[config.mk]
export PLATFORM = sky130hd
export DESIGN_NAME = gregorian_date_add_days
export DESIGN_NICKNAME = d
export VERILOG_FILES = /design/src/hdl/gdad_pkg.sv /design/src/hdl/gregorian_date_add_days.sv /design/src/hdl/gdad_ctrl.sv /design/src/hdl/gdad_dpath.sv
export SDC_FILE = /design/constraint.sdc
export NUM_CORES = 1
export LEC_CHECK = 0
export BUFFER_PORTS_ARGS = -buffer_cell sky130_fd_sc_hd__buf_2
export CORE_UTILIZATION = 57
export CTS_BUF_LIST = sky130_fd_sc_hd__clkbuf_2 sky130_fd_sc_hd__clkbuf_4 sky130_fd_sc_hd__clkbuf_8
export DETAILED_ROUTE_END_ITERATION = 16
export GPL_TIMING_DRIVEN = 1
export PLACE_DENSITY = 0.8
export SYNTH_ARGS = -nofsm -noshare
export SYNTH_HDL_FRONTEND = slang
export SYNTH_HIERARCHICAL = 1
export SYNTH_SLANG_ARGS = --single-unit
[constraint.sdc]
create_clock -name clk -period 4.8 [get_ports clk]
set_clock_uncertainty 0.1 [all_clocks]
set_input_delay 1.2 -clock clk [delete_from_list [all_inputs] [get_ports clk]]
set_output_delay 1.2 -clock clk [all_outputs]
set_load 0.02 [all_outputs]
[src/hdl/gdad_pkg.sv]
// Shared types, constants and the month-length function for the date adder.
// No dependencies; imported by the controller, the datapath and the top level.
package gdad_pkg;

  localparam int DAY_W   = 5;
  localparam int MONTH_W = 4;
  localparam int YEAR_W  = 14;
  localparam int STAT_W  = 2;

  localparam logic [YEAR_W-1:0]  MAX_YEAR = 14'd9999;
  localparam logic [MONTH_W-1:0] DEC      = 4'd12;
  localparam logic [MONTH_W-1:0] JAN      = 4'd1;

  // floor(y / 100) = (y * 5243) >> 19 holds for every 14-bit y
  localparam logic [12:0] DIV100_MUL   = 13'd5243;
  localparam int          DIV100_SHIFT = 19;
  localparam int          PROD_W       = YEAR_W + 13;
  localparam int          QUOT_W       = PROD_W - DIV100_SHIFT;
  localparam logic [6:0]  CENT         = 7'd100;
  localparam logic [6:0]  CENT_LAST    = 7'd99;

  typedef enum logic [STAT_W-1:0] {
    ST_OK        = 2'd0,
    ST_BAD_MONTH = 2'd1,
    ST_OVERFLOW  = 2'd2
  } status_t;

  typedef struct packed {
    logic load;
    logic prep;
    logic step;
    logic finish;
  } cmd_t;

  typedef struct packed {
    logic bad_month;
    logic bad_year;
    logic fits;
    logic wrap_ovf;
  } sts_t;

  function automatic logic [DAY_W-1:0] month_len(input logic [MONTH_W-1:0] m,
                                                 input logic leap);
    logic [DAY_W-1:0] len;
    len = 5'd31;
    unique case (m) inside
      4'd1, 4'd3, 4'd5, 4'd7, 4'd8, 4'd10, 4'd12: len = 5'd31;
      4'd4, 4'd6, 4'd9, 4'd11:                    len = 5'd30;
      4'd2:                                       len = leap ? 5'd29 : 5'd28;
      default:                                    len = 5'd31;
    endcase
    return len;
  endfunction

endpackage

[src/hdl/gregorian_date_add_days.sv]
// Gregorian date plus a day count: one month length subtracted per walk cycle.
// The controller steps through load, leap-counter setup and the month walk, and
// out_valid is registered from the finish command. A new transaction is taken in
// the out_valid cycle, so no new date is accepted while the month walk runs.
// Synchronous active-low reset returns to idle.
// Results are strobed for one cycle; the receiver cannot stall.
module gregorian_date_add_days #(
  parameter int ADD_BITS = 16
) (
  input  logic                          clk,
  input  logic                          rst_n,
  input  logic                          start,
  output logic                          busy,
  input  logic [gdad_pkg::DAY_W-1:0]    in_start_day,
  input  logic [gdad_pkg::MONTH_W-1:0]  in_start_month,
  input  logic [gdad_pkg::YEAR_W-1:0]   in_start_year,
  input  logic [ADD_BITS-1:0]           in_days_to_add,
  output logic                          out_valid,
  output logic [gdad_pkg::DAY_W-1:0]    out_result_day,
  output logic [gdad_pkg::MONTH_W-1:0]  out_result_month,
  output logic [gdad_pkg::YEAR_W-1:0]   out_result_year,
  output logic [gdad_pkg::STAT_W-1:0]   out_status
);
  import gdad_pkg::*;

  cmd_t cmd;
  sts_t sts;

  gdad_ctrl u_ctrl (
    .clk   (clk),
    .rst_n (rst_n),
    .start (start),
    .busy  (busy),
    .sts   (sts),
    .cmd   (cmd)
  );

  gdad_dpath #(
    .ADD_BITS (ADD_BITS)
  ) u_dpath (
    .clk              (clk),
    .rst_n            (rst_n),
    .cmd              (cmd),
    .sts              (sts),
    .in_start_day     (in_start_day),
    .in_start_month   (in_start_month),
    .in_start_year    (in_start_year),
    .in_days_to_add   (in_days_to_add),
    .out_valid        (out_valid),
    .out_result_day   (out_result_day),
    .out_result_month (out_result_month),
    .out_result_year  (out_result_year),
    .out_status       (out_status)
  );

endmodule

[src/hdl/gdad_ctrl.sv]
// Sequencer for the date adder: load, leap-counter setup, month walk, finish.
// Depends on gdad_pkg for the command and status structs.
module gdad_ctrl (
  input  logic          clk,
  input  logic          rst_n,
  input  logic          start,
  output logic          busy,
  input  gdad_pkg::sts_t sts,
  output gdad_pkg::cmd_t cmd
);
  import gdad_pkg::*;

  typedef enum logic [2:0] {
    S_IDLE = 3'b001,
    S_PREP = 3'b010,
    S_WALK = 3'b100
  } state_t;

  state_t state_r, state_nxt;
  logic   walk_end;

  assign walk_end = sts.bad_month | sts.bad_year | sts.fits | sts.wrap_ovf;
  assign busy     = (state_r != S_IDLE);

  always_comb begin
    state_nxt  = state_r;
    cmd        = '0;
    unique case (state_r)
      S_IDLE: begin
        if (start) begin
          cmd.load  = 1'b1;
          state_nxt = S_PREP;
        end
      end
      S_PREP: begin
        cmd.prep  = 1'b1;
        state_nxt = S_WALK;
      end
      S_WALK: begin
        // stop on a bad start, on a fitting day, or at the year limit
        if (walk_end) begin
          cmd.finish = 1'b1;
          state_nxt  = S_IDLE;
        end else begin
          cmd.step = 1'b1;
        end
      end
      default: state_nxt = S_IDLE;
    endcase
  end

  always_ff @(posedge clk) begin
    if (!rst_n) begin
      state_r <= S_IDLE;
    end else begin
      state_r <= state_nxt;
    end
  end

  a_cmd_onehot: assert property (@(posedge clk) disable iff (!rst_n)
    $onehot0({cmd.load, cmd.prep, cmd.step, cmd.finish}))
    else $error("more than one datapath command at once");

  a_load_prep: assert property (@(posedge clk) disable iff (!rst_n)
    cmd.load |=> cmd.prep)
    else $error("load not followed by leap setup");

  a_finish_idle: assert property (@(posedge clk) disable iff (!rst_n)
    cmd.finish |=> !busy)
    else $error("busy still high after finish");

  a_step_not_done: assert property (@(posedge clk) disable iff (!rst_n)
    cmd.step |-> !sts.fits && !sts.bad_month && !sts.bad_year)
    else $error("month step taken although the walk should end");

endmodule

[src/hdl/gdad_dpath.sv]
// Datapath of the date adder: day, month, year and leap counters, output register.
// Depends on gdad_pkg for types, constants and the month-length function.
module gdad_dpath #(
  parameter int ADD_BITS = 16
) (
  input  logic                               clk,
  input  logic                               rst_n,
  input  gdad_pkg::cmd_t                     cmd,
  output gdad_pkg::sts_t                     sts,
  input  logic [gdad_pkg::DAY_W-1:0]         in_start_day,
  input  logic [gdad_pkg::MONTH_W-1:0]       in_start_month,
  input  logic [gdad_pkg::YEAR_W-1:0]        in_start_year,
  input  logic [ADD_BITS-1:0]                in_days_to_add,
  output logic                               out_valid,
  output logic [gdad_pkg::DAY_W-1:0]         out_result_day,
  output logic [gdad_pkg::MONTH_W-1:0]       out_result_month,
  output logic [gdad_pkg::YEAR_W-1:0]        out_result_year,
  output logic [gdad_pkg::STAT_W-1:0]        out_status
);
  import gdad_pkg::*;

  localparam int SUM_W = ADD_BITS + 1;

  logic [SUM_W-1:0]   day_r;
  logic [MONTH_W-1:0] month_r;
  logic [YEAR_W-1:0]  year_r;
  logic [PROD_W-1:0]  prod_r;
  logic [6:0]         c100_r;
  logic [1:0]         cen_r;

  logic               out_valid_r;
  logic [DAY_W-1:0]   out_day_r;
  logic [MONTH_W-1:0] out_month_r;
  logic [YEAR_W-1:0]  out_year_r;
  logic [STAT_W-1:0]  out_status_r;

  logic [QUOT_W-1:0]  quot;
  logic [YEAR_W-1:0]  cent_part;
  logic               leap;
  logic [DAY_W-1:0]   mlen;
  status_t            code;

  assign quot      = prod_r[PROD_W-1:DIV100_SHIFT];
  assign cent_part = YEAR_W'(quot * CENT);

  // Gregorian rule from year mod 100 and century mod 4
  assign leap = (c100_r == 7'd0) ? (cen_r == 2'd0) : (year_r[1:0] == 2'b00);
  assign mlen = month_len(month_r, leap);

  assign sts.bad_month = (month_r == 4'd0) || (month_r > DEC);
  assign sts.bad_year  = (year_r > MAX_YEAR);
  assign sts.fits      = (day_r <= SUM_W'(mlen));
  assign sts.wrap_ovf  = !sts.fits && (month_r == DEC) && (year_r >= MAX_YEAR);

  always_comb begin
    if (sts.bad_month) begin
      code = ST_BAD_MONTH;
    end else if (sts.bad_year || sts.wrap_ovf) begin
      code = ST_OVERFLOW;
    end else begin
      code = ST_OK;
    end
  end

  always_ff @(posedge clk) begin
    if (cmd.load) begin
      day_r   <= SUM_W'(in_start_day) + SUM_W'(in_days_to_add);
      month_r <= in_start_month;
      year_r  <= in_start_year;
      prod_r  <= PROD_W'(in_start_year) * PROD_W'(DIV100_MUL);
    end
    if (cmd.prep) begin
      c100_r <= 7'(year_r - cent_part);
      cen_r  <= quot[1:0];
    end
    if (cmd.step) begin
      day_r <= day_r - SUM_W'(mlen);
      if (month_r == DEC) begin
        // wrap to January and advance the year counters
        month_r <= JAN;
        year_r  <= year_r + 14'd1;
        if (c100_r == CENT_LAST) begin
          c100_r <= 7'd0;
          cen_r  <= cen_r + 2'd1;
        end else begin
          c100_r <= c100_r + 7'd1;
        end
      end else begin
        month_r <= month_r + 4'd1;
      end
    end
    if (cmd.finish) begin
      out_status_r <= code;
      if (code == ST_OK) begin
        out_day_r   <= day_r[DAY_W-1:0];
        out_month_r <= month_r;
        out_year_r  <= year_r;
      end else begin
        out_day_r   <= '0;
        out_month_r <= '0;
        out_year_r  <= '0;
      end
    end
  end

  always_ff @(posedge clk) begin
    if (!rst_n) begin
      out_valid_r <= 1'b0;
    end else begin
      out_valid_r <= cmd.finish;
    end
  end

  assign out_valid        = out_valid_r;
  assign out_result_day   = out_day_r;
  assign out_result_month = out_month_r;
  assign out_result_year  = out_year_r;
  assign out_status       = out_status_r;

  a_err_zero: assert property (@(posedge clk) disable iff (!rst_n)
    out_valid && (out_status != ST_OK) |->
      (out_result_day == '0) && (out_result_month == '0) && (out_result_year == '0))
    else $error("nonzero date reported with error status");

  a_ok_month: assert property (@(posedge clk) disable iff (!rst_n)
    out_valid && (out_status == ST_OK) |->
      (out_result_month != 4'd0) && (out_result_month <= DEC))
    else $error("month out of range on a good result");

  a_step_month: assert property (@(posedge clk) disable iff (!rst_n)
    cmd.step |=> (month_r >= JAN) && (month_r <= DEC))
    else $error("month left 1..12 during the walk");

endmodule

==> results by group, run 1 <==
Run status
  • Outcome: complete, but fails checks
  • Failing checks: negative setup slack

Die
  • Starting Density: 58.1%
  • Die area: 13900 um2
  • Io pins: 69
  • Die Width: 118 um
  • Chip height: 118 um
  • FP Rows: 42
  • Core ar.: 13200 um2

Logic synthesis
  • Synthesized area: 7670 um2
  • Top cell type by total area after synthesis: edfxtp_1
  • Synth Net Count: 999
  • Top FF cell, synth: edfxtp_1
  • Seq cells post-synth: 78
  • Most frequent cell after synthesis: inv_1
  • Syn avg cell area: 9.77 um2
  • EDFF count, synth: 51
  • Post-synth top area share: 20.0%
  • Asr flop ratio synth: 0%
  • Synth cell types: 62
  • Syn. warnings: 6
  • Area contributors post-synth: edfxtp_1 20%, ha_1 17%, fa_1 17%
  • Register area share after synthesis: 27.0%
  • Top cells by count, synth: 149 x inv_1, 107 x ha_1, 65 x fa_1
  • Synth Instances: 785

Power
  • Clock network power share: 9.8%
  • Pwr Total: 4.38 mW
  • Sw Ratio: 43.6%
  • Switching pwr: 1.91 mW
  • Leakage: 4.19 nW
  • Reg power frac: 22.2%
  • Pwr Density: 473 nW/um2
  • Internal power: 2.47 mW
  • VDD IR max: 0.000481 V
  • Combinational share of power: 68.0%

Drt
  • Initial DRC count: 383
  • Drt via density: 5.44
  • Met2 wire length: 8150 um
  • Vias: 5957
  • Final WL: 16900 um
  • DR pass1 iterations: 7
  • Top Layer Used: met4
  • Met1 wire length: 7450 um
  • Met3 routed WL: 819 um
  • Wire length per cell: 15.5 um
  • Residual DRC: 0
  • Detail Route Antenna Nets: 0

Placed design
  • Routability-driven placement congestion ratio: 0.865
  • Placed Area: 8740 um2
  • PortBufs: 68
  • Post-DP HPWL: 13100 um

Clock tree
  • Worst skew pair latency: 350 ps
  • Inserted Clock Buffers: 9
  • Max clock buf depth: 2
  • Hold_buf cts: 0
  • Clk sinks: 78
  • H-Tree Depth: 3
  • Root Driver: clkbuf_8
  • Worst-path clk slew: 80 ps
  • TritonCTS clock tree: built

Timing
  • Final setup violation count: 5
  • FMAX: 201 MHz
  • Final Max Slew Viols: 0
  • Final hold vios: 0
  • Setup TNS: -490 ps
  • Relative slew slack: 41.6%
  • Tmin final: 4960 ps
  • Worst-margin pin slew: 866 ps
  • Worst hold slack: 365 ps
  • RSZ-0062 raised after global routing: true
  • Final Cycle Share: 103%
  • Final worst slack: -164 ps

Worst setup path
  • Arr. time, crit path: 4980 ps
  • Endpoint class of the critical path: flip-flop
  • Most Frequent Cell on Critical Path: fa_1
  • Critical path cell sequence: buf_12 > fa_1 > ha_4 > fa_2 > fa_1 > inv_2 > fa_1 > inv_2 > ha_4 > buf_4 > a21oi_1 > nor2b_1 > o21ai_0 > o2111ai_2 > o21ai_2 > xnor2_1
  • Critical path launch point type: input pin
  • Crit-path slowest cell: fa_1
  • CP top delay family: adder cells
  • CP Class: input pin to flip-flop
  • Largest stage delay on the critical path: 540 ps
  • CP bufs+invs: 4
  • Required @ worst endpoint: 4810 ps
  • Worst-path maximum fanout: 6

Global routing
  • Total GRT Usage: 25.7%
  • Largest net degree at the start of global routing: 27
  • First-pass GRT wire length: 28400 um
  • Vias in the first global route: 5993
  • GR Overflow Total: 0
  • Initial antenna violation count: 0

Run
  • Max-cap viol count: 0

Finish
  • Area Growth Syn to Fin: 20.7%
  • Final instance area: 9260 um2
  • Final nets: 1129
  • Ant diodes: 0
  • Share of cells above drive strength 1: 24.8%
  • Fin util: 70.2%

Hold path
  • Worst Hold Class: flip-flop to flip-flop
==> final timing paths <==
| path | start | to | slack [ps] | depth (start not counted) |
|---|---|---|---|---|
| worst min-delay path | u_dpath/cen_r[0]$_DFF_P_ | u_dpath/cen_r[0]$_DFF_P_ | 360 | 1 |
| worst max register to register | u_dpath/month_r[0]$_DFFE_PP_ | u_dpath/year_r[12]$_DFF_P_ | 390 | 17 |
| worst min register to register | u_dpath/cen_r[0]$_DFF_P_ | u_dpath/cen_r[0]$_DFF_P_ | 360 | 1 |
| worst max-delay path | in_start_year[9] | u_dpath/prod_r[21]$_DFFE_PP_ | -160 | 16 |
==> power groups by stage <==
| stage | clock network [mW] | registers (mW) | logic [mW] |
|---|---|---|---|
| 2_1_floorplan | 0 | 0.948 | 1.78 |
| 3_3_place_gp | 0 | 0.981 | 2.38 |
| 3_5_place_dp | 0 | 0.983 | 2.47 |
| 4_1_cts | 0.440 | 0.968 | 2.68 |
| 5_1_grt | 0.466 | 0.989 | 3.30 |
| 6_report | 0.430 | 0.972 | 2.97 |
==> timing repair <==
item                                    CTS  global route
gates resized for setup                  51            25
pin swaps                                35            27
buffers inserted                          2             3
endpoints found under the setup margin    5             5
gates cloned                              0             0
==> final cells by class <==
class | instances | area (um2)
clock inverters | 6 | 37.5
flip-flops and latches | 78 | 2070
multi-input cells | 544 | 5300
clock buffers | 10 | 131
repair buffers | 133 | 923
fillers | 956 | 3940
well taps | 176 | 220
inverters | 149 | 567
==> through the flow <==
step	setup slack (ps)	instances
floorplan	-154	785
global placement	-567	1075
detailed placement	-705	1075
CTS	-232	1093
global route	-280	1096
finish	-164	1096
==> routing by layer <==
layer	track usage [%]	vias up
li1	-	2908
met3	3.83	46
met5	0	-
met2	43.2	188
met1	33.4	2815
met4	10.4	0
==> kinds of logic (layout without fill, tap and decap cells) <==
kind of cell	after synthesis	in the layout	synth area share [%]
muxes	8	8	1.06
and+or+nand+nor	188	188	12.8
adders and majority gates	172	172	34.4
buffers and inverters	163	298	8.24
xor gates and xnor gates	40	40	4.57
AOI/OAI and AO/OA	136	136	11.9
DFF	78	78	27.0
==> layout by cell type, fill, tap and decap left out, drive strengths merged, types with 3 or more instances in the layout <==
| master | synthesis | routed |
|---|---|---|
| nand3 | 24 | 24 |
| buf | 7 | 133 |
| o2111ai | 3 | 3 |
| o221a | 4 | 4 |
| nand2b | 3 | 3 |
| nor2b | 7 | 7 |
| a31oi | 4 | 4 |
| clkinv | 0 | 3 |
| and3 | 7 | 7 |
| o31ai | 4 | 4 |
| clkbuf | 7 | 10 |
| and2 | 28 | 28 |
| edfxtp | 51 | 51 |
| a21o | 6 | 6 |
| a211oi | 7 | 7 |
| o22ai | 4 | 4 |
| nor2 | 47 | 47 |
| dfxtp | 27 | 27 |
| clkinvlp | 0 | 4 |
| nand2 | 39 | 39 |
| o21ai | 39 | 39 |
| ha | 107 | 107 |
| fa | 65 | 65 |
| xnor2 | 28 | 28 |
| o21bai | 4 | 4 |
| mux2i | 7 | 7 |
| nor3b | 5 | 5 |
| o211ai | 7 | 7 |
| nor3 | 8 | 8 |
| nand4b | 4 | 4 |
| nand4 | 6 | 6 |
| nor4 | 4 | 4 |
| xor2 | 12 | 12 |
| inv | 149 | 148 |
| a21oi | 36 | 36 |
==> sequential cells by signal, indices dropped and copies added, names as in the netlist, 2 cells and up <==
name                      cells
u_dpath/day_r                17
u_dpath/out_result_year      14
u_dpath/year_r               14
u_dpath/c100_r                7
u_dpath/out_result_day        5
u_dpath/prod_r                5
u_dpath/month_r               4
u_dpath/out_result_month      4
u_ctrl/state_r                3
u_dpath/cen_r                 2
u_dpath/out_status            2
==> worst reg2reg max path, cell delays in order (launching register included) <==
cell,delay [ps]
edfxtp_1,490
inv_1,120
ha_1,280
o21ai_0,180
nand2_1,70
a21oi_1,190
ha_1,230
nor2b_1,80
o2111ai_2,380
o211a_4,290
nor3_1,90
nor4_4,200
and3b_1,300
nand4_1,400
nand2_1,490
nor2_1,110
a41oi_1,210
o21a_1,150
Power figures use the tool's default switching activity.
==> run 2: changes to the inputs <==
- CORE_UTILIZATION: 57 -> 60
- MAX_ROUTING_LAYER: default -> met4
- clock period: 4.8 -> 5.25 ns (I/O delays scaled with it)
==> results by group, run 2 (synthesis results as in run 1) <==
Finish
  • Area of the multi-input gates: 5210 um2 (-1.7%)
  • Share of cells above drive strength 1: 22.7% (-2.1 points)
  • Area Growth Syn to Fin: 19.3%
  • Layout filler cell count: 837 (-12%)
  • Max FFs per register: 17 (unchanged)
  • FF+latch area: 2070 um2 (unchanged)
  • Fin util: 74.9% (+4.8 points)
  • Commonest non-fill, non-tap cell in the layout: inv_1
  • Commonest non-fill, non-tap cells in the layout: 141 x inv_1, 90 x ha_1, 65 x buf_4, 63 x fa_1, 58 x buf_2
  • Largest reg by FF count: u_dpath/day_r
  • Ant diodes: 0 (unchanged)
  • Final nets: 1129 (unchanged)

Worst setup path
  • Arr. time, crit path: 5310 ps (+330 ps)
  • Reg-to-Reg End: u_dpath/year_r[12]$_DFF_P_
  • Critical path launch point: in_start_year[8]
  • R2r setup slk: 520 ps (+130 ps)
  • Endpoint class of the critical path: flip-flop
  • Required @ worst endpoint: 5240 ps (+430 ps)
  • Stages on the worst setup path: 16 (unchanged)
  • Most Frequent Cell on Critical Path: fa_1
  • CP endpoint: u_dpath/prod_r[21]$_DFFE_PP_
  • Largest stage delay on the critical path: 590 ps (+50 ps)
  • CP Class: input pin to flip-flop
  • CP top delay family: adder cells
  • Critical path launch point type: input pin
  • Worst-case reg-to-reg path depth: 18 (+1)
  • Crit-path slowest cell: fa_1
  • Critical path cell sequence: buf_12 > fa_1 > ha_4 > fa_1 > fa_1 > inv_2 > fa_1 > inv_2 > ha_4 > nand4_1 > a211oi_2 > a21oi_2 > buf_4 > o2111ai_2 > o21ai_1 > xnor2_1
  • Origin of the critical flop-to-flop path: u_dpath/month_r[0]$_DFFE_PP_
  • Worst-path maximum fanout: 5 (-1)
  • CP bufs+invs: 4 (unchanged)

Drt
  • Final WL: 18000 um (+6.4%)
  • Met1 wire length: 7540 um (+1.2%)
  • Drt via density: 5.67 (+4.3%)
  • Initial DRC count: 401 (+4.7%)
  • Detail Route Antenna Nets: 0 (unchanged)
  • Met2 wire length: 9080 um (+11%)
  • DR pass1 iterations: 5 (-2)
  • Top Layer Used: met4
  • Met3 routed WL: 936 um (+14%)
  • Vias: 6168 (+3.5%)
  • Residual DRC: 0 (unchanged)
  • Wire length per cell: 16.6 um (+7.2%)

Timing
  • Final setup violation count: 2 (-3)
  • Final Max Slew Viols: 0 (unchanged)
  • Final hold vios: 0 (unchanged)
  • Final Cycle Share: 101%
  • Final worst slack: -74.1 ps (+90.3 ps)
  • Relative slew slack: 38.2% (-3.4 points)
  • Worst-margin pin slew: 917 ps (+50.9 ps)
  • Worst hold slack: 382 ps (+17.5 ps)
  • Tmin final: 5320 ps
  • FMAX: 188 MHz
  • RSZ-0062 raised after global routing: true

Global routing
  • First-pass GRT wire length: 29900 um (+5.2%)
  • Largest net degree at the start of global routing: 32 (+19%)
  • Total GRT Usage: 29.8% (+4.0 points)
  • Vias in the first global route: 6352 (+6.0%)
  • GR Overflow Total: 0 (unchanged)
  • Initial antenna violation count: 0 (unchanged)

Die
  • Chip height: 115 um (-2.5%)
  • Io pins: 69 (unchanged)
  • Die Width: 115 um (-2.5%)
  • Starting Density: 62.8% (+4.7 points)
  • FP Rows: 40 (-4.8%)
  • Core ar.: 12200 um2 (-7.4%)
  • Die area: 13200 um2 (-4.9%)

Power
  • Clock network power share: 11.0% (+1.2 points)
  • Leakage: 4.20 nW (+0.24%)
  • Sw Ratio: 43.9% (+0.32 points)
  • Switching pwr: 1.79 mW (-5.9%)
  • Internal power: 2.29 mW (-7.2%)
  • Combinational share of power: 67.2% (-0.8 points)
  • VDD IR max: 0.000394 V (-18%)
  • Pwr Density: 447 nW/um2 (-5.6%)
  • Reg power frac: 21.8% (-0.4 points)

Hold path
  • Min-Delay Path Depth: 1 (unchanged)
  • Worst Hold Class: flip-flop to flip-flop

Clock tree
  • Max clock buf depth: 2 (unchanged)
  • Clk sinks: 78 (unchanged)
  • Root Driver: clkbuf_8
  • Hold_buf cts: 0 (unchanged)
  • Worst-path clk slew: 80 ps (about the same)
  • Worst skew pair latency: 340 ps (about the same)
  • TritonCTS clock tree: built
  • Inserted Clock Buffers: 9 (unchanged)
  • H-Tree Depth: 3 (unchanged)

Placed design
  • Post-DP HPWL: 14200 um (+9.0%)
  • Post-place setup slack: -570 ps (+135 ps)
  • Routability-driven placement congestion ratio: 0.900 (+4.1%)
  • PortBufs: 68 (unchanged)

Run status
  • Outcome: complete, but fails checks
  • Failing checks: negative setup slack

Run
  • Max-cap viol count: 0 (unchanged)
==> run 2: changes by cell type in the layout (fill, tap and decap cells not counted), sizes merged <==
cell,before,now
clkinv,3,2
clkbuf,10,12
buf,133,131
bufinv,0,1
inv,148,147
clkinvlp,4,5
==> run 2: power by group through the flow <==
stage / clock network, mW / registers (mW) / logic, mW
global placement: 0 / 0.890 / 2.09
CTS: 0.453 / 0.885 / 2.43
detailed placement: 0 / 0.899 / 2.24
finish: 0.449 / 0.890 / 2.75
global route: 0.481 / 0.902 / 3.03
floorplan: 0 / 0.867 / 1.50
==> run 2: layer usage <==
metal | track usage (%) | vias up
met5 | - | -
met4 | 8.05 | 0
met3 | 4.38 | 44
met2 | 51.8 | 219
met1 | 36.1 | 3001
li1 | - | 2904
==> run 2: worst min-delay path by stage <==
stage | slack [ps] | end | from
finish | 380 | u_dpath/cen_r[0]$_DFF_P_ | u_dpath/cen_r[0]$_DFF_P_
global route | 410 | u_dpath/cen_r[0]$_DFF_P_ | u_dpath/cen_r[0]$_DFF_P_
CTS | 380 | u_dpath/cen_r[0]$_DFF_P_ | u_dpath/cen_r[0]$_DFF_P_
detailed placement | 370 | u_dpath/cen_r[0]$_DFF_P_ | u_dpath/cen_r[0]$_DFF_P_
global placement | 340 | u_dpath/cen_r[0]$_DFF_P_ | u_dpath/cen_r[0]$_DFF_P_
floorplan | 330 | u_dpath/cen_r[0]$_DFF_P_ | u_dpath/cen_r[0]$_DFF_P_
==> run 2: stage by stage <==
stage	cells	total power [mW]	setup TNS [ps]	cell area [um2]
detailed placement	1067	3.14	-2160	8620
global placement	1067	2.98	-1740	8620
CTS	1085	3.76	-32.3	8980
finish	1088	4.09	-82.1	9150
global route	1088	4.41	-440	9150
floorplan	785	2.36	0	7680
==> run 2: area by class of cell <==
cell class	instances	share of cell area [%]
multi-input cells	544	57.0
flip-flops and latches	78	22.6
repair buffers	133	9.79
inverters	149	6.19
well taps	168	2.30
clock buffers	10	1.44
clock inverters	6	0.684
==> run 2: timing repair <==
action,CTS,global route
gates resized for setup,30,35
setup buffers,2,3
pin swaps,17,33
setup endpoints to repair,4,5
cloned,0,0
==> run 2: worst reg2reg max path, delay by kind of cell (launching register included) <==
kind / cells / cell delay [ps]
and+or+nand+nor: 8 / 1790
AOI/OAI and AO/OA: 6 / 1380
DFF: 1 / 490
adders and majority gates: 2 / 490
buffers and inverters: 2 / 430
==> run 3: changes to the inputs <==
--- a/config.mk
+++ b/config.mk
@@ -8,4 +8,4 @@
 export BUFFER_PORTS_ARGS = -buffer_cell sky130_fd_sc_hd__buf_2
+export CORE_ASPECT_RATIO = 0.8
 export CORE_UTILIZATION = 60
-export CTS_BUF_LIST = sky130_fd_sc_hd__clkbuf_2 sky130_fd_sc_hd__clkbuf_4 sky130_fd_sc_hd__clkbuf_8
 export DETAILED_ROUTE_END_ITERATION = 16
==> constraint.sdc (replaced) <==
create_clock -name clk -period 5.25 [get_ports clk]
set_clock_uncertainty 0.1 [all_clocks]
set_input_delay 0.7875 -clock clk [delete_from_list [all_inputs] [get_ports clk]]
set_output_delay 0.7875 -clock clk [all_outputs]
set_load 0.02 [all_outputs]
==> results by group, run 3 (synthesis results as in run 1) <==
Worst setup path
  • Critical path launch point: in_start_year[6]
  • Crit-path slowest cell: fa_1
  • Largest stage delay on the critical path: 540 ps (-50 ps)
  • Critical path launch point type: input pin
  • CP bufs+invs: 5 (+1)
  • CP endpoint: u_dpath/prod_r[22]$_DFFE_PP_
  • CP top delay family: adder cells
  • Stages on the worst setup path: 17 (+1)
  • Required @ worst endpoint: 5240 ps (about the same)
  • Critical path cell sequence: buf_2 > inv_1 > fa_1 > inv_1 > ha_1 > fa_1 > fa_1 > inv_1 > fa_1 > inv_1 > ha_1 > a21oi_1 > o22ai_1 > a21oi_1 > nand2_1 > a21o_1 > o31a_1
  • R2r setup slk: 580 ps (+60 ps)
  • Arr. time, crit path: 5020 ps (-290 ps)
  • Worst-path maximum fanout: 6 (+1)
  • Endpoint class of the critical path: flip-flop
  • Origin of the critical flop-to-flop path: u_dpath/month_r[0]$_DFFE_PP_
  • Worst-case reg-to-reg path depth: 18 (unchanged)
  • CP Class: input pin to flip-flop
  • Reg-to-Reg End: u_dpath/year_r[3]$_DFF_P_

Power
  • Combinational share of power: 55.9% (-11 points)
  • Reg power frac: 25.2% (+3.4 points)
  • Internal power: 2.06 mW (-10%)
  • Clock network power share: 18.9% (+7.9 points)
  • Pwr Density: 416 nW/um2 (-6.8%)
  • VDD IR max: 0.000208 V (-47%)
  • Pwr Total: 3.55 mW (-13%)
  • Leakage: 3.97 nW (-5.4%)
  • Sw Ratio: 42.1% (-1.8 points)
  • Switching pwr: 1.49 mW (-17%)

Drt
  • Final WL: 16600 um (-7.8%)
  • Residual DRC: 0 (unchanged)
  • Vias: 5785 (-6.2%)
  • DR pass1 iterations: 5 (unchanged)
  • Wire length per cell: 16.1 um (-2.9%)
  • Initial DRC count: 405 (+1.0%)
  • Drt via density: 5.60 (-1.2%)
  • Detail Route Antenna Nets: 0 (unchanged)

Global routing
  • First-pass GRT wire length: 26900 um (-9.9%)
  • Largest net degree at the start of global routing: 32 (unchanged)
  • Vias in the first global route: 5629 (-11%)
  • GR Overflow Total: 0 (unchanged)
  • Total GRT Usage: 27.4% (-2.4 points)
  • Initial antenna violation count: 0 (unchanged)

Clock tree
  • Inserted Clock Buffers: 9 (unchanged)
  • TritonCTS clock tree: built
  • Root Driver: clkbuf_16
  • Worst-path clk slew: 60 ps (-20 ps)
  • H-Tree Depth: 3 (unchanged)
  • Hold_buf cts: 0 (unchanged)
  • Post-CTS sizing: 0 (-100%)
  • Worst skew pair latency: 340 ps (about the same)
  • Max clock buf depth: 2 (unchanged)
  • Postcts setup bufs: 0 (-2)
  • Clk sinks: 78 (unchanged)

Finish
  • Area Growth Syn to Fin: 11.2%
  • FF+latch area: 2070 um2 (unchanged)
  • Layout filler cell count: 919 (+9.8%)
  • Commonest non-fill, non-tap cells in the layout: 149 x inv_1, 107 x ha_1, 68 x buf_2, 65 x fa_1, 51 x edfxtp_1
  • Area of the multi-input gates: 4970 um2 (-4.6%)
  • Ant diodes: 0 (unchanged)
  • Final nets: 1071 (-5.1%)
  • Fin util: 69.4% (-5.6 points)
  • Commonest non-fill, non-tap cell in the layout: inv_1
  • Largest reg by FF count: u_dpath/day_r
  • Share of cells above drive strength 1: 12.6% (-10 points)
  • Finished Layout Cells: 1033 (-5.1%)
  • Max FFs per register: 17 (unchanged)

Timing
  • RSZ-0062 raised after global routing: false
  • Final hold vios: 0 (unchanged)
  • Final worst slack: 219 ps (+293 ps)
  • Tmin final: 5030 ps (-293 ps)
  • Final setup violation count: 0 (-2)
  • Worst hold slack: 403 ps (+20.8 ps)
  • Final Cycle Share: 95.8% (-5.6 points)
  • Relative slew slack: 39.9% (+1.7 points)
  • FMAX: 199 MHz (+5.8%)
  • Worst-margin pin slew: 899 ps (-18.1 ps)
  • Final Max Slew Viols: 0 (unchanged)

Die
  • Starting Density: 62.4% (-0.43 points)
  • Chip height: 103 um (-10%)
  • FP Rows: 36 (-10%)
  • Core ar.: 12300 um2 (+0.70%)
  • Io pins: 69 (unchanged)
  • Die Width: 128 um (+12%)
  • Die area: 13200 um2 (about the same)

Hold path
  • Worst Hold Class: flip-flop to flip-flop

Placed design
  • Post-place setup slack: -114 ps (+456 ps)
  • Post-DP HPWL: 13400 um (-5.8%)
  • PortBufs: 68 (unchanged)
  • # placed instances: 1017 (-4.7%)
  • Routability-driven placement congestion ratio: 0.885 (-1.7%)

Run
  • Max-cap viol count: 0 (unchanged)

Run status
  • Outcome: finished clean
[run 3: layer usage]
| layer | up-vias | track usage, % | part of all wire, % |
|---|---|---|---|
| met2 | 201 | 43.5 | 46 |
| li1 | 2798 | - | - |
| met4 | 0 | 5.25 | 1.4 |
| met5 | - | - | 0 |
| met3 | 28 | 6.38 | 7.1 |
| met1 | 2758 | 36.2 | 46 |
[run 3: final cells by class]
class / instances / area share (%)
Inverter: 149 / 6.56
Clock inverter: 7 / 1.14
Tap cell: 171 / 2.51
Clock buffer: 9 / 2.64
Multi-Input combinational cell: 544 / 58.3
Timing Repair Buffer: 75 / 4.60
Sequential cell: 78 / 24.3
[run 3: worst reg2reg max path, delay by kind of cell (launching register included)]
| kind | cells | cell delay [ps] |
|---|---|---|
| flip-flops | 1 | 500 |
| adder cells (fa/ha/maj) | 2 | 470 |
| AND/OR/NAND/NOR | 7 | 1610 |
| AO/OA/AOI/OAI | 6 | 1210 |
| buffers and inverters | 3 | 670 |
[run 3: power by group through the flow]
stage / Sequential (mW) / Clock, mW / Combinational, mW
floorplan: 0.867 / 0 / 1.49
global placement: 0.895 / 0 / 1.85
detailed placement: 0.902 / 0 / 1.95
CTS: 0.890 / 0.679 / 1.98
global route: 0.907 / 0.700 / 2.26
finish: 0.894 / 0.671 / 1.98
[run 3: metrics by stage]
step	area, um2	setup TNS (ps)
6_report	8530	0
5_1_grt	8530	0
4_1_cts	8530	0
3_5_place_dp	8210	-172
3_3_place_gp	8210	0
2_1_floorplan	7670	0
[run 3: how the worst min path moves through the flow]
stage                                    startpoint  slack (ps)                        end  cells past startpoint
final                     u_dpath/c100_r[6]$_DFF_P_         400  u_dpath/c100_r[6]$_DFF_P_                      2
after floorplan            u_dpath/cen_r[0]$_DFF_P_         330   u_dpath/cen_r[0]$_DFF_P_                      1
after global placement     u_dpath/cen_r[0]$_DFF_P_         340   u_dpath/cen_r[0]$_DFF_P_                      1
after global routing       u_dpath/cen_r[0]$_DFF_P_         420   u_dpath/cen_r[0]$_DFF_P_                      1
after CTS                 u_dpath/c100_r[6]$_DFF_P_         400  u_dpath/c100_r[6]$_DFF_P_                      2
after detailed placement   u_dpath/cen_r[0]$_DFF_P_         380   u_dpath/cen_r[0]$_DFF_P_                      1
